File: config.mk
export PLATFORM = sky130hd
export DESIGN_NAME = foldback_distortion_core
export DESIGN_NICKNAME = d
export VERILOG_FILES = /design/src/rtl/fdist_pkg.sv /design/src/rtl/fdist_front.sv /design/src/rtl/fdist_queue.sv /design/src/rtl/fdist_back.sv /design/src/rtl/foldback_distortion_core.sv
export VERILOG_INCLUDE_DIRS = /design/src /design/src/rtl
export SDC_FILE = /design/constraint.sdc
export NUM_CORES = 2
export LEC_CHECK = 0
export ABC_AREA = 0
export BUFFER_PORTS_ARGS = -buffer_cell sky130_fd_sc_hd__buf_2
export CAP_MARGIN = 10
export CORE_MARGIN = 2
export CORE_UTILIZATION = 61
export CTS_BUF_LIST = sky130_fd_sc_hd__clkbuf_8
export DETAILED_ROUTE_END_ITERATION = 10
export GPL_TIMING_DRIVEN = 0
export HOLD_SLACK_MARGIN = 0.15
export PLACE_DENSITY = 0.81
export SYNTH_ARGS = -nofsm -noshare
export SYNTH_HDL_FRONTEND = slang
export SYNTH_HIERARCHICAL = 1
export SYNTH_SLANG_ARGS = --single-unit
File: constraint.sdc
create_clock -name clk -period 35.2 [get_ports clk]
set_input_delay 5.28 -clock clk [delete_from_list [all_inputs] [get_ports clk]]
set_output_delay 5.28 -clock clk [all_outputs]
set_load 0.03 [all_outputs]
File: src/rtl/assert_macros.svh
// ----------------------------------------------------------------------------
// Assertion macros
// Concurrent checks on clk, disabled while rst_n is low.
// ----------------------------------------------------------------------------
`ifndef ASSERT_MACROS_SVH
`define ASSERT_MACROS_SVH

// same-cycle implication
`define FD_ASSERT_IMP(lbl, ante, cons, msg) \
  lbl: assert property (@(posedge clk) disable iff (!rst_n) (ante) |-> (cons)) \
    else $error(msg);

// next-cycle implication
`define FD_ASSERT_NXT(lbl, ante, cons, msg) \
  lbl: assert property (@(posedge clk) disable iff (!rst_n) (ante) |=> (cons)) \
    else $error(msg);

`endif

File: src/rtl/fdist_pkg.sv
// ----------------------------------------------------------------------------
// fdist_pkg
// Types, constants and saturation helpers for the foldback distortion core.
// ----------------------------------------------------------------------------
`default_nettype none

package fdist_pkg;

  localparam int SAMPLE_WIDTH = 16;
  localparam int CTRL_W       = 16;
  localparam int MAX_FOLDS    = 100;
  localparam int FRAC_BITS    = 12;
  localparam int HALF_Q       = 1 << (FRAC_BITS - 1);

  localparam int V_W          = 24;   // internal Q11.12
  localparam int AMT_W        = 13;
  localparam int THR_W        = 13;
  localparam int AMOUNT_MAX   = 4096;
  localparam int THR_MIN      = 41;
  localparam int THR_MAX      = 4096;

  localparam int PROD_W       = SAMPLE_WIDTH + CTRL_W + 1;
  localparam int WIDE_W       = 64;
  localparam int CNT_W        = $clog2(MAX_FOLDS + 1);

  // fold engine datapath widths
  localparam int DP_W         = V_W + AMT_W;
  localparam int SW           = V_W + 4;

  localparam int Q_DEPTH      = 2;
  localparam int QPTR_W       = (Q_DEPTH > 1) ? $clog2(Q_DEPTH) : 1;
  localparam int QLVL_W       = $clog2(Q_DEPTH + 1);

  localparam longint V_MAX = (longint'(1) <<< (V_W - 1)) - 1;
  localparam longint V_MIN = -V_MAX - 1;
  localparam longint S_MAX = (longint'(1) <<< (SAMPLE_WIDTH - 1)) - 1;
  localparam longint S_MIN = -S_MAX - 1;

  typedef struct packed {
    logic signed [V_W-1:0] v;
    logic [AMT_W-1:0]      amt;
    logic [THR_W-1:0]      thr;
  } fdist_item_t;

  typedef struct packed {
    logic        valid;
    fdist_item_t item;
  } fdist_push_t;

  typedef struct packed {
    logic              full;
    logic              empty;
    logic [QLVL_W-1:0] level;
  } fdist_qstat_t;

  typedef enum logic [1:0] {
    BK_IDLE,
    BK_FOLD,
    BK_OUT
  } bk_state_t;

  function automatic logic signed [V_W-1:0] sat_inner(input logic signed [WIDE_W-1:0] x);
    logic signed [V_W-1:0] r;
    if (x > V_MAX)      r = V_W'(V_MAX);
    else if (x < V_MIN) r = V_W'(V_MIN);
    else                r = V_W'(x);
    return r;
  endfunction

  function automatic logic signed [SAMPLE_WIDTH-1:0] sat_sample(
    input logic signed [WIDE_W-1:0] x
  );
    logic signed [SAMPLE_WIDTH-1:0] r;
    if (x > S_MAX)      r = SAMPLE_WIDTH'(S_MAX);
    else if (x < S_MIN) r = SAMPLE_WIDTH'(S_MIN);
    else                r = SAMPLE_WIDTH'(x);
    return r;
  endfunction

  function automatic logic [AMT_W-1:0] clamp_amt(input logic [CTRL_W-1:0] a);
    logic [AMT_W-1:0] r;
    if (a > CTRL_W'(AMOUNT_MAX)) r = AMT_W'(AMOUNT_MAX);
    else                         r = AMT_W'(a);
    return r;
  endfunction

  function automatic logic [THR_W-1:0] clamp_thr(input logic [CTRL_W-1:0] t);
    logic [THR_W-1:0] r;
    if (t < CTRL_W'(THR_MIN))      r = THR_W'(THR_MIN);
    else if (t > CTRL_W'(THR_MAX)) r = THR_W'(THR_MAX);
    else                           r = THR_W'(t);
    return r;
  endfunction

endpackage

`default_nettype wire

File: src/rtl/fdist_front.sv
// ----------------------------------------------------------------------------
// fdist_front
// Input stage: clamps amount and threshold, applies prescale gain and
// rounds the product into the internal format before queueing.
// ----------------------------------------------------------------------------
`default_nettype none

module fdist_front (
  input  wire logic                                 clk,
  input  wire logic                                 rst_n,
  input  wire logic                                 in_valid,
  output logic                                      in_stall,
  input  wire logic signed [fdist_pkg::SAMPLE_WIDTH-1:0] in_sample,
  input  wire logic [fdist_pkg::CTRL_W-1:0]         in_fold_amount,
  input  wire logic [fdist_pkg::CTRL_W-1:0]         in_pre_gain,
  input  wire logic [fdist_pkg::CTRL_W-1:0]         in_fold_threshold,
  output fdist_pkg::fdist_push_t                    push,
  input  wire fdist_pkg::fdist_qstat_t              qstat
);
  import fdist_pkg::*;

  logic                     fr_valid_r, fr_valid_nxt;
  logic signed [PROD_W-1:0] prod_r, prod_nxt;
  logic [AMT_W-1:0]         amt_r;
  logic [THR_W-1:0]         thr_r;
  logic                     accept, drain;
  logic signed [WIDE_W-1:0] rnd_wide;

  assign in_stall = fr_valid_r && qstat.full;
  assign accept   = in_valid && !in_stall;
  assign drain    = fr_valid_r && !qstat.full;

  assign prod_nxt = PROD_W'(in_sample) * PROD_W'(signed'({1'b0, in_pre_gain}));

  always_comb begin
    if (accept)     fr_valid_nxt = 1'b1;
    else if (drain) fr_valid_nxt = 1'b0;
    else            fr_valid_nxt = fr_valid_r;
  end

  always_ff @(posedge clk) begin
    if (!rst_n) begin
      fr_valid_r <= 1'b0;
    end else begin
      fr_valid_r <= fr_valid_nxt;
    end
  end

  always_ff @(posedge clk) begin
    if (accept) begin
      prod_r <= prod_nxt;
      amt_r  <= clamp_amt(in_fold_amount);
      thr_r  <= clamp_thr(in_fold_threshold);
    end
  end

  // floor((p + half) / 4096) via arithmetic shift
  always_comb begin
    rnd_wide = (WIDE_W'(prod_r) + longint'(HALF_Q)) >>> FRAC_BITS;
  end

  always_comb begin
    push.valid    = fr_valid_r;
    push.item.v   = sat_inner(rnd_wide);
    push.item.amt = amt_r;
    push.item.thr = thr_r;
  end

endmodule

`default_nettype wire

File: src/rtl/fdist_queue.sv
// ----------------------------------------------------------------------------
// fdist_queue
// Short FIFO decoupling the input stage from the fold engine.
// ----------------------------------------------------------------------------
`default_nettype none

module fdist_queue (
  input  wire logic                   clk,
  input  wire logic                   rst_n,
  input  wire fdist_pkg::fdist_push_t push,
  input  wire logic                   pop,
  output fdist_pkg::fdist_item_t      q_item,
  output fdist_pkg::fdist_qstat_t     qstat
);
  import fdist_pkg::*;

  fdist_item_t       q_mem_r [Q_DEPTH];
  logic [QPTR_W-1:0] wr_ptr_r, wr_ptr_nxt;
  logic [QPTR_W-1:0] rd_ptr_r, rd_ptr_nxt;
  logic [QLVL_W-1:0] lvl_r, lvl_nxt;
  logic              do_push, do_pop;

  assign qstat.full  = (lvl_r == QLVL_W'(Q_DEPTH));
  assign qstat.empty = (lvl_r == '0);
  assign qstat.level = lvl_r;

  assign do_push = push.valid && !qstat.full;
  assign do_pop  = pop && !qstat.empty;

  assign q_item = q_mem_r[rd_ptr_r];

  always_comb begin
    wr_ptr_nxt = wr_ptr_r;
    rd_ptr_nxt = rd_ptr_r;
    lvl_nxt    = lvl_r;
    if (do_push) begin
      wr_ptr_nxt = (wr_ptr_r == QPTR_W'(Q_DEPTH - 1)) ? '0 : wr_ptr_r + 1'b1;
    end
    if (do_pop) begin
      rd_ptr_nxt = (rd_ptr_r == QPTR_W'(Q_DEPTH - 1)) ? '0 : rd_ptr_r + 1'b1;
    end
    if (do_push && !do_pop)      lvl_nxt = lvl_r + 1'b1;
    else if (do_pop && !do_push) lvl_nxt = lvl_r - 1'b1;
  end

  always_ff @(posedge clk) begin
    if (!rst_n) begin
      wr_ptr_r <= '0;
      rd_ptr_r <= '0;
      lvl_r    <= '0;
    end else begin
      wr_ptr_r <= wr_ptr_nxt;
      rd_ptr_r <= rd_ptr_nxt;
      lvl_r    <= lvl_nxt;
    end
  end

  always_ff @(posedge clk) begin
    if (do_push) begin
      q_mem_r[wr_ptr_r] <= push.item;
    end
  end

endmodule

`default_nettype wire

File: src/rtl/fdist_back.sv
// ----------------------------------------------------------------------------
// fdist_back
// Fold engine: one fold step per cycle on the held value, then output
// saturation into a result register.
// ----------------------------------------------------------------------------
`default_nettype none

module fdist_back (
  input  wire logic                                 clk,
  input  wire logic                                 rst_n,
  input  wire fdist_pkg::fdist_qstat_t              qstat,
  input  wire fdist_pkg::fdist_item_t               q_item,
  output logic                                      pop,
  output logic                                      out_valid,
  input  wire logic                                 out_stall,
  output logic signed [fdist_pkg::SAMPLE_WIDTH-1:0] out_sample
);
  import fdist_pkg::*;

  bk_state_t                      st_r, st_nxt;
  logic signed [V_W-1:0]          v_r;
  logic [AMT_W-1:0]               amt_r;
  logic [THR_W-1:0]               thr_r;
  logic [CNT_W-1:0]               cnt_r;
  logic signed [SAMPLE_WIDTH-1:0] out_r;

  logic                     q_valid, step, load_out, fold_end, d_pos;
  logic [V_W:0]             mag;
  logic signed [V_W+1:0]    d;
  logic [V_W-1:0]           d_u;
  logic [DP_W-1:0]          dprod;
  logic [DP_W:0]            dsum;
  logic [V_W+1:0]           e;
  logic signed [SW-1:0]     v_step;
  logic signed [V_W-1:0]    v_next;

  assign q_valid = !qstat.empty;

  // fold datapath
  always_comb begin
    mag    = v_r[V_W-1] ? ((V_W+1)'(0) - (V_W+1)'(v_r)) : (V_W+1)'(v_r);
    d      = signed'({1'b0, mag}) - signed'((V_W+2)'(thr_r));
    d_pos  = !d[V_W+1] && (d != '0);
    d_u    = d[V_W-1:0];
    dprod  = DP_W'(d_u) * DP_W'(amt_r);
    dsum   = (DP_W+1)'(dprod) + (DP_W+1)'(HALF_Q);
    e      = (V_W+2)'(d_u) + (V_W+2)'(dsum[DP_W:FRAC_BITS]);
    if (!v_r[V_W-1]) v_step = SW'(v_r) - signed'(SW'(e));
    else             v_step = SW'(v_r) + signed'(SW'(e));
    v_next = sat_inner(WIDE_W'(v_step));
  end

  assign fold_end = !d_pos || (cnt_r == CNT_W'(MAX_FOLDS));

  // next state
  always_comb begin
    st_nxt = st_r;
    unique case (st_r)
      BK_IDLE: if (q_valid)    st_nxt = BK_FOLD;
      BK_FOLD: if (fold_end)   st_nxt = BK_OUT;
      BK_OUT:  if (!out_stall) st_nxt = BK_IDLE;
      default:                 st_nxt = BK_IDLE;
    endcase
  end

  // outputs
  always_comb begin
    pop       = 1'b0;
    step      = 1'b0;
    load_out  = 1'b0;
    out_valid = 1'b0;
    unique case (st_r)
      BK_IDLE: pop = q_valid;
      BK_FOLD: begin
        step     = !fold_end;
        load_out = fold_end;
      end
      BK_OUT:  out_valid = 1'b1;
      default: ;
    endcase
  end

  always_ff @(posedge clk) begin
    if (!rst_n) begin
      st_r <= BK_IDLE;
    end else begin
      st_r <= st_nxt;
    end
  end

  always_ff @(posedge clk) begin
    if (pop) begin
      v_r   <= q_item.v;
      amt_r <= q_item.amt;
      thr_r <= q_item.thr;
      cnt_r <= '0;
    end else if (step) begin
      v_r   <= v_next;
      cnt_r <= cnt_r + 1'b1;
    end
    if (load_out) begin
      out_r <= sat_sample(WIDE_W'(v_r));
    end
  end

  assign out_sample = out_r;

endmodule

`default_nettype wire

File: src/rtl/foldback_distortion_core.sv
// Path: front register, queue, engine hold register, n fold steps (0..MAX_FOLDS),
// result register. The fold engine holds one sample, one fold step per cycle on a
// single multiplier, and pops the next only after its result leaves the output state.
// Input stage and two-entry queue keep taking beats while the engine folds.
// Reset: synchronous, active low; clears valids, queue pointers and engine state.
// ----------------------------------------------------------------------------
// foldback_distortion_core
// Prescale then foldback waveshaper on Q3.12 samples, saturated output.
// ----------------------------------------------------------------------------
`default_nettype none
`include "assert_macros.svh"

module foldback_distortion_core (
  input  wire logic                                 clk,
  input  wire logic                                 rst_n,
  input  wire logic                                 in_valid,
  output logic                                      in_stall,
  input  wire logic signed [fdist_pkg::SAMPLE_WIDTH-1:0] in_sample,
  input  wire logic [fdist_pkg::CTRL_W-1:0]         in_fold_amount,
  input  wire logic [fdist_pkg::CTRL_W-1:0]         in_pre_gain,
  input  wire logic [fdist_pkg::CTRL_W-1:0]         in_fold_threshold,
  output logic                                      out_valid,
  input  wire logic                                 out_stall,
  output logic signed [fdist_pkg::SAMPLE_WIDTH-1:0] out_sample
);
  import fdist_pkg::*;

  fdist_push_t  push;
  fdist_qstat_t qstat;
  fdist_item_t  q_item;
  logic         pop;

  fdist_front u_front (
    .clk               (clk),
    .rst_n             (rst_n),
    .in_valid          (in_valid),
    .in_stall          (in_stall),
    .in_sample         (in_sample),
    .in_fold_amount    (in_fold_amount),
    .in_pre_gain       (in_pre_gain),
    .in_fold_threshold (in_fold_threshold),
    .push              (push),
    .qstat             (qstat)
  );

  fdist_queue u_queue (
    .clk    (clk),
    .rst_n  (rst_n),
    .push   (push),
    .pop    (pop),
    .q_item (q_item),
    .qstat  (qstat)
  );

  fdist_back u_back (
    .clk        (clk),
    .rst_n      (rst_n),
    .qstat      (qstat),
    .q_item     (q_item),
    .pop        (pop),
    .out_valid  (out_valid),
    .out_stall  (out_stall),
    .out_sample (out_sample)
  );

  // input only backs up when the queue is full
  `FD_ASSERT_IMP(a_stall_needs_full, in_stall, qstat.full, "in_stall without full queue")
  `FD_ASSERT_IMP(a_level_bound, 1'b1, qstat.level <= QLVL_W'(Q_DEPTH), "queue level overrun")
  // one result per sample: engine leaves the output state after a beat
  `FD_ASSERT_NXT(a_single_result, out_valid && !out_stall, !out_valid, "result repeated")

endmodule

`default_nettype wire

==> out/qor.csv <==
stage;metric;value;unit
timing;Final setup violation count;0;
run;max capacitance violation total;0;
timing;sum of negative setup slack;0;ns
clock_network;number of buffers created by CTS;36;
min_path;Hold Startpoint;u_front/amt_r[1]$_SDFFCE_PN0P_;
critical_path;critical path's slowest cell;sky130_fd_sc_hd__o41ai_1;
synthesis;predominant post-synthesis flop cell;sky130_fd_sc_hd__edfxtp_1;
critical_path;Worst R2R Start;u_back/v_r[23]$_DFFE_PP_;
route;via density per instance;5.89;
synthesis;synthesized net count;4135;
die;horizontal die dimension;235;um
clock_network;CTS tree;built;
synthesis;number of cells produced by synthesis;3331;
layout;area grow syn2layout;6.37;%
grt;initial antenna violation count;0;
timing;maximum clock frequency;57.7;MHz
critical_path;Register-to-Register Path Depth;53;
clock_network;Sinks on Clock Net;229;
critical_path;minimum setup slack among reg-to-reg paths;17.86;ns
clock_network;maximum buffer depth of the clock tree;3;
route;first-pass detailed-route iteration total;5;
grt;global-route usage over all layers;0.295;
critical_path;Worst Path Max Fanout;10;
synthesis;fraction of the yosys area taken by sequential cells;0.206;
clock_network;H-tree Lvls;2;
clock_network;worst-skew pair later-pin latency;0.54;ns
route;vias after detailed routing;24600;
synthesis;register bit count reported by yosys;229;
critical_path;end of the worst register-to-register path;u_back/v_r[22]$_DFFE_PP_;
layout;fraction of final layout cells sized beyond drive strength 1;0.0858;
timing;fin. max-slew vios;0;
grt;residual overflow from global routing;0;
critical_path;peak per-stage delay on the critical path;0.74;ns
synthesis;mean instance size in the synthesized netlist;9.78;um^2
die;Die Ht;235;um
route;DR iter-0 viols;2079;
place;final HPWL from detailed placement;65300;um
critical_path;arrival time of data at the critical path endpoint;17.61;ns
critical_path;startpoint type of the worst setup path;flip-flop;
layout;number of nets in the layout;4264;
min_path;HP Class;flip-flop to flip-flop;
synthesis;Netlist cell types;104;
clock_network;buffers inserted during post-CTS setup optimization;0;
min_path;depth of the worst hold-timing path;0;
die;total number of placement rows;84;
critical_path;CP most frequent cell;sky130_fd_sc_hd__fa_1;
timing;setup repair after global routing missed its margin;no;
place;global placer's final weighted congestion;0.960;
critical_path;Setup crit end kind;flip-flop;
die;area of the placeable core;52700;um^2
min_path;capture endpoint of the worst hold path;u_queue/q_mem_r[0][14]$_DFFE_PP_;
place;port buffer count;85;
route;number of nets with antenna violations after detailed routing;0;
clock_network;hold buffer count at CTS;0;
critical_path;Worst Path Required;35.47;ns
die;IO Pins;86;
critical_path;start-to-end type of the worst setup path;flip-flop to flip-flop;
layout;filler cell count;4117;
run_status;outcome;completed;
route;DRC Markers;0;
timing;relative max-transition margin;0.303;
layout;end-of-flow core utilization;0.658;
layout;most frequent standard cell in the layout excluding fill and tap cells;sky130_fd_sc_hd__inv_1;
grt;wire length of the first global-routing pass;131000;um
synthesis;Synth async-reset ratio;0;
timing;min cycle time layout;17.34;ns
route;final routed wirelength across all metal layers;80200;um
synthesis;Mapped Area;32600;um^2
timing;count of final hold-check violations;0;
clock_network;CTS root buf;sky130_fd_sc_hd__clkbuf_8;
synthesis;count of flip-flops with a built-in enable after synthesis;214;
timing;actual slew at the worst max-slew pin;1.04;ns
die;effective utilization at floorplan;0.619;
die;die footprint;55300;um^2
route;post-detailed-route wirelength per cell;19.2;um
layout;commonest non-fill, non-tap cells in the layout;517 x sky130_fd_sc_hd__inv_1, 439 x sky130_fd_sc_hd__fa_1, 378 x sky130_fd_sc_hd__nand2_1;
synthesis;Synthesis Warnings;6;
timing;share of the clock period used by the worst path after layout;0.492;
clock_network;count of instances resized after the clock tree is built;0;
grt;largest net degree at the start of global routing;30;
layout;antenna cell count;0;
grt;number of global-route vias before repair;25200;
clock_network;clock edge transition at the registers on the reported setup and hold paths;0.06;ns
timing;worst setup skew after layout;0.0434;ns
stage by stage:
step                      std cells  area [um^2]  setup slack (ns)  hold WS (ns)
after floorplan                3331        32600             21.32         0.419
after global placement         4104        33900             18.19         0.422
after detailed placement       4110        34000             18.13         0.429
after CTS                      4173        34700             18.06         0.431
after global routing           4173        34700             16.86         0.451
final                          4173        34700             17.86         0.439
synthesized netlist by cell type, types with 17 or more instances:
cell type,count,area share
sky130_fd_sc_hd__inv_1,504,0.058
sky130_fd_sc_hd__fa_1,439,0.27
sky130_fd_sc_hd__nand2_1,378,0.044
sky130_fd_sc_hd__and2_1,309,0.059
sky130_fd_sc_hd__ha_1,297,0.11
sky130_fd_sc_hd__edfxtp_1,214,0.20
sky130_fd_sc_hd__nor2_1,115,0.013
sky130_fd_sc_hd__xnor2_1,106,0.028
sky130_fd_sc_hd__a21oi_1,102,0.016
sky130_fd_sc_hd__clkbuf_1,93,0.011
sky130_fd_sc_hd__xor2_1,58,0.016
sky130_fd_sc_hd__o21ai_0,53,0.0081
sky130_fd_sc_hd__mux2_2,48,0.017
sky130_fd_sc_hd__a21o_1,39,0.0090
sky130_fd_sc_hd__nor3_1,38,0.0058
sky130_fd_sc_hd__nand3_1,37,0.0057
sky130_fd_sc_hd__o21a_1,36,0.0083
sky130_fd_sc_hd__nand4_1,29,0.0056
sky130_fd_sc_hd__nor2b_1,29,0.0056
sky130_fd_sc_hd__nand2b_1,25,0.0048
sky130_fd_sc_hd__o211ai_2,21,0.0081
sky130_fd_sc_hd__or3_1,21,0.0040
sky130_fd_sc_hd__o211ai_1,20,0.0046
sky130_fd_sc_hd__a211oi_1,18,0.0041
sky130_fd_sc_hd__nor4_1,18,0.0035
sky130_fd_sc_hd__and3_1,17,0.0033
critical path, delay by kind of cell, from the launching register on:
kind	cells	cell delay [ns]
and+or+nand+nor	10	2.15
AOI/OAI and AO/OA	21	6.32
buffers and inverters	8	2.67
DFF	1	0.32
adders and majority gates	10	4.21
xor gates and xnor gates	3	0.99
muxes	1	0.38
flip-flops by register name (all words and copies together), names as in the netlist, named ones only:
signal and cells:
u_back/v_r 24, u_back/thr_r 13, u_front/prod_r 22, u_queue/rd_ptr_r 1, u_back/st_r 2, u_back/cnt_r 7, u_queue/wr_ptr_r 1, u_front/thr_r 13
u_back/out_sample 16, u_back/amt_r 13, u_queue/lvl_r 2, u_queue/q_mem_r 100, u_front/fr_valid_r 1, u_front/amt_r 13
cell families (layout without fill, tap and decap cells):
family                   count (synthesis)  count (layout)  share of synthesized area
AND/OR/NAND/NOR                       1070            1070                      0.170
adder cells (fa/ha/maj)                736             736                      0.384
buffers and inverters                  628             782                     0.0749
AO/OA/AOI/OAI                          443             443                      0.100
flip-flops                             229             229                      0.206
XOR/XNOR                               165             165                     0.0446
multiplexers                            60              60                     0.0204
cell type report:
cell class	instances	area [um^2]	area share
clock buffers	36	495	0.0143
repair buffers	91	543	0.0157
inverters	507	1900	0.0549
flip-flops and latches	229	6730	0.194
multi-input cells	2474	23400	0.676
well taps	688	861	0.0248
plain buffers	121	539	0.0156
clock inverters	27	156	0.00451
worst max path at each step:
stage | from | cells past startpoint | end | slack, ns
6_report | u_back/v_r[23]$_DFFE_PP_ | 53 | u_back/v_r[22]$_DFFE_PP_ | 17.86
3_5_place_dp | u_back/v_r[23]$_DFFE_PP_ | 53 | u_back/v_r[22]$_DFFE_PP_ | 18.13
4_1_cts | u_back/v_r[23]$_DFFE_PP_ | 53 | u_back/v_r[22]$_DFFE_PP_ | 18.06
3_3_place_gp | u_back/v_r[23]$_DFFE_PP_ | 53 | u_back/v_r[22]$_DFFE_PP_ | 18.19
5_1_grt | u_back/v_r[23]$_DFFE_PP_ | 54 | u_back/v_r[7]$_DFFE_PP_ | 16.86
2_1_floorplan | u_back/v_r[23]$_DFFE_PP_ | 53 | u_back/v_r[0]$_DFFE_PP_ | 21.32
layer usage:
layer,global-route usage,routed length (um),vias to the layer above
met5,0,0,-
met1,0.399,32800,12100
li1,-,-,11200
met2,0.483,38200,1013
met4,0.119,3520,0
met3,0.0395,5730,220
Power is left out: the tool's default activity adds up to more than one toggle a clock period on the data nets, which glitch-free logic cannot reach.
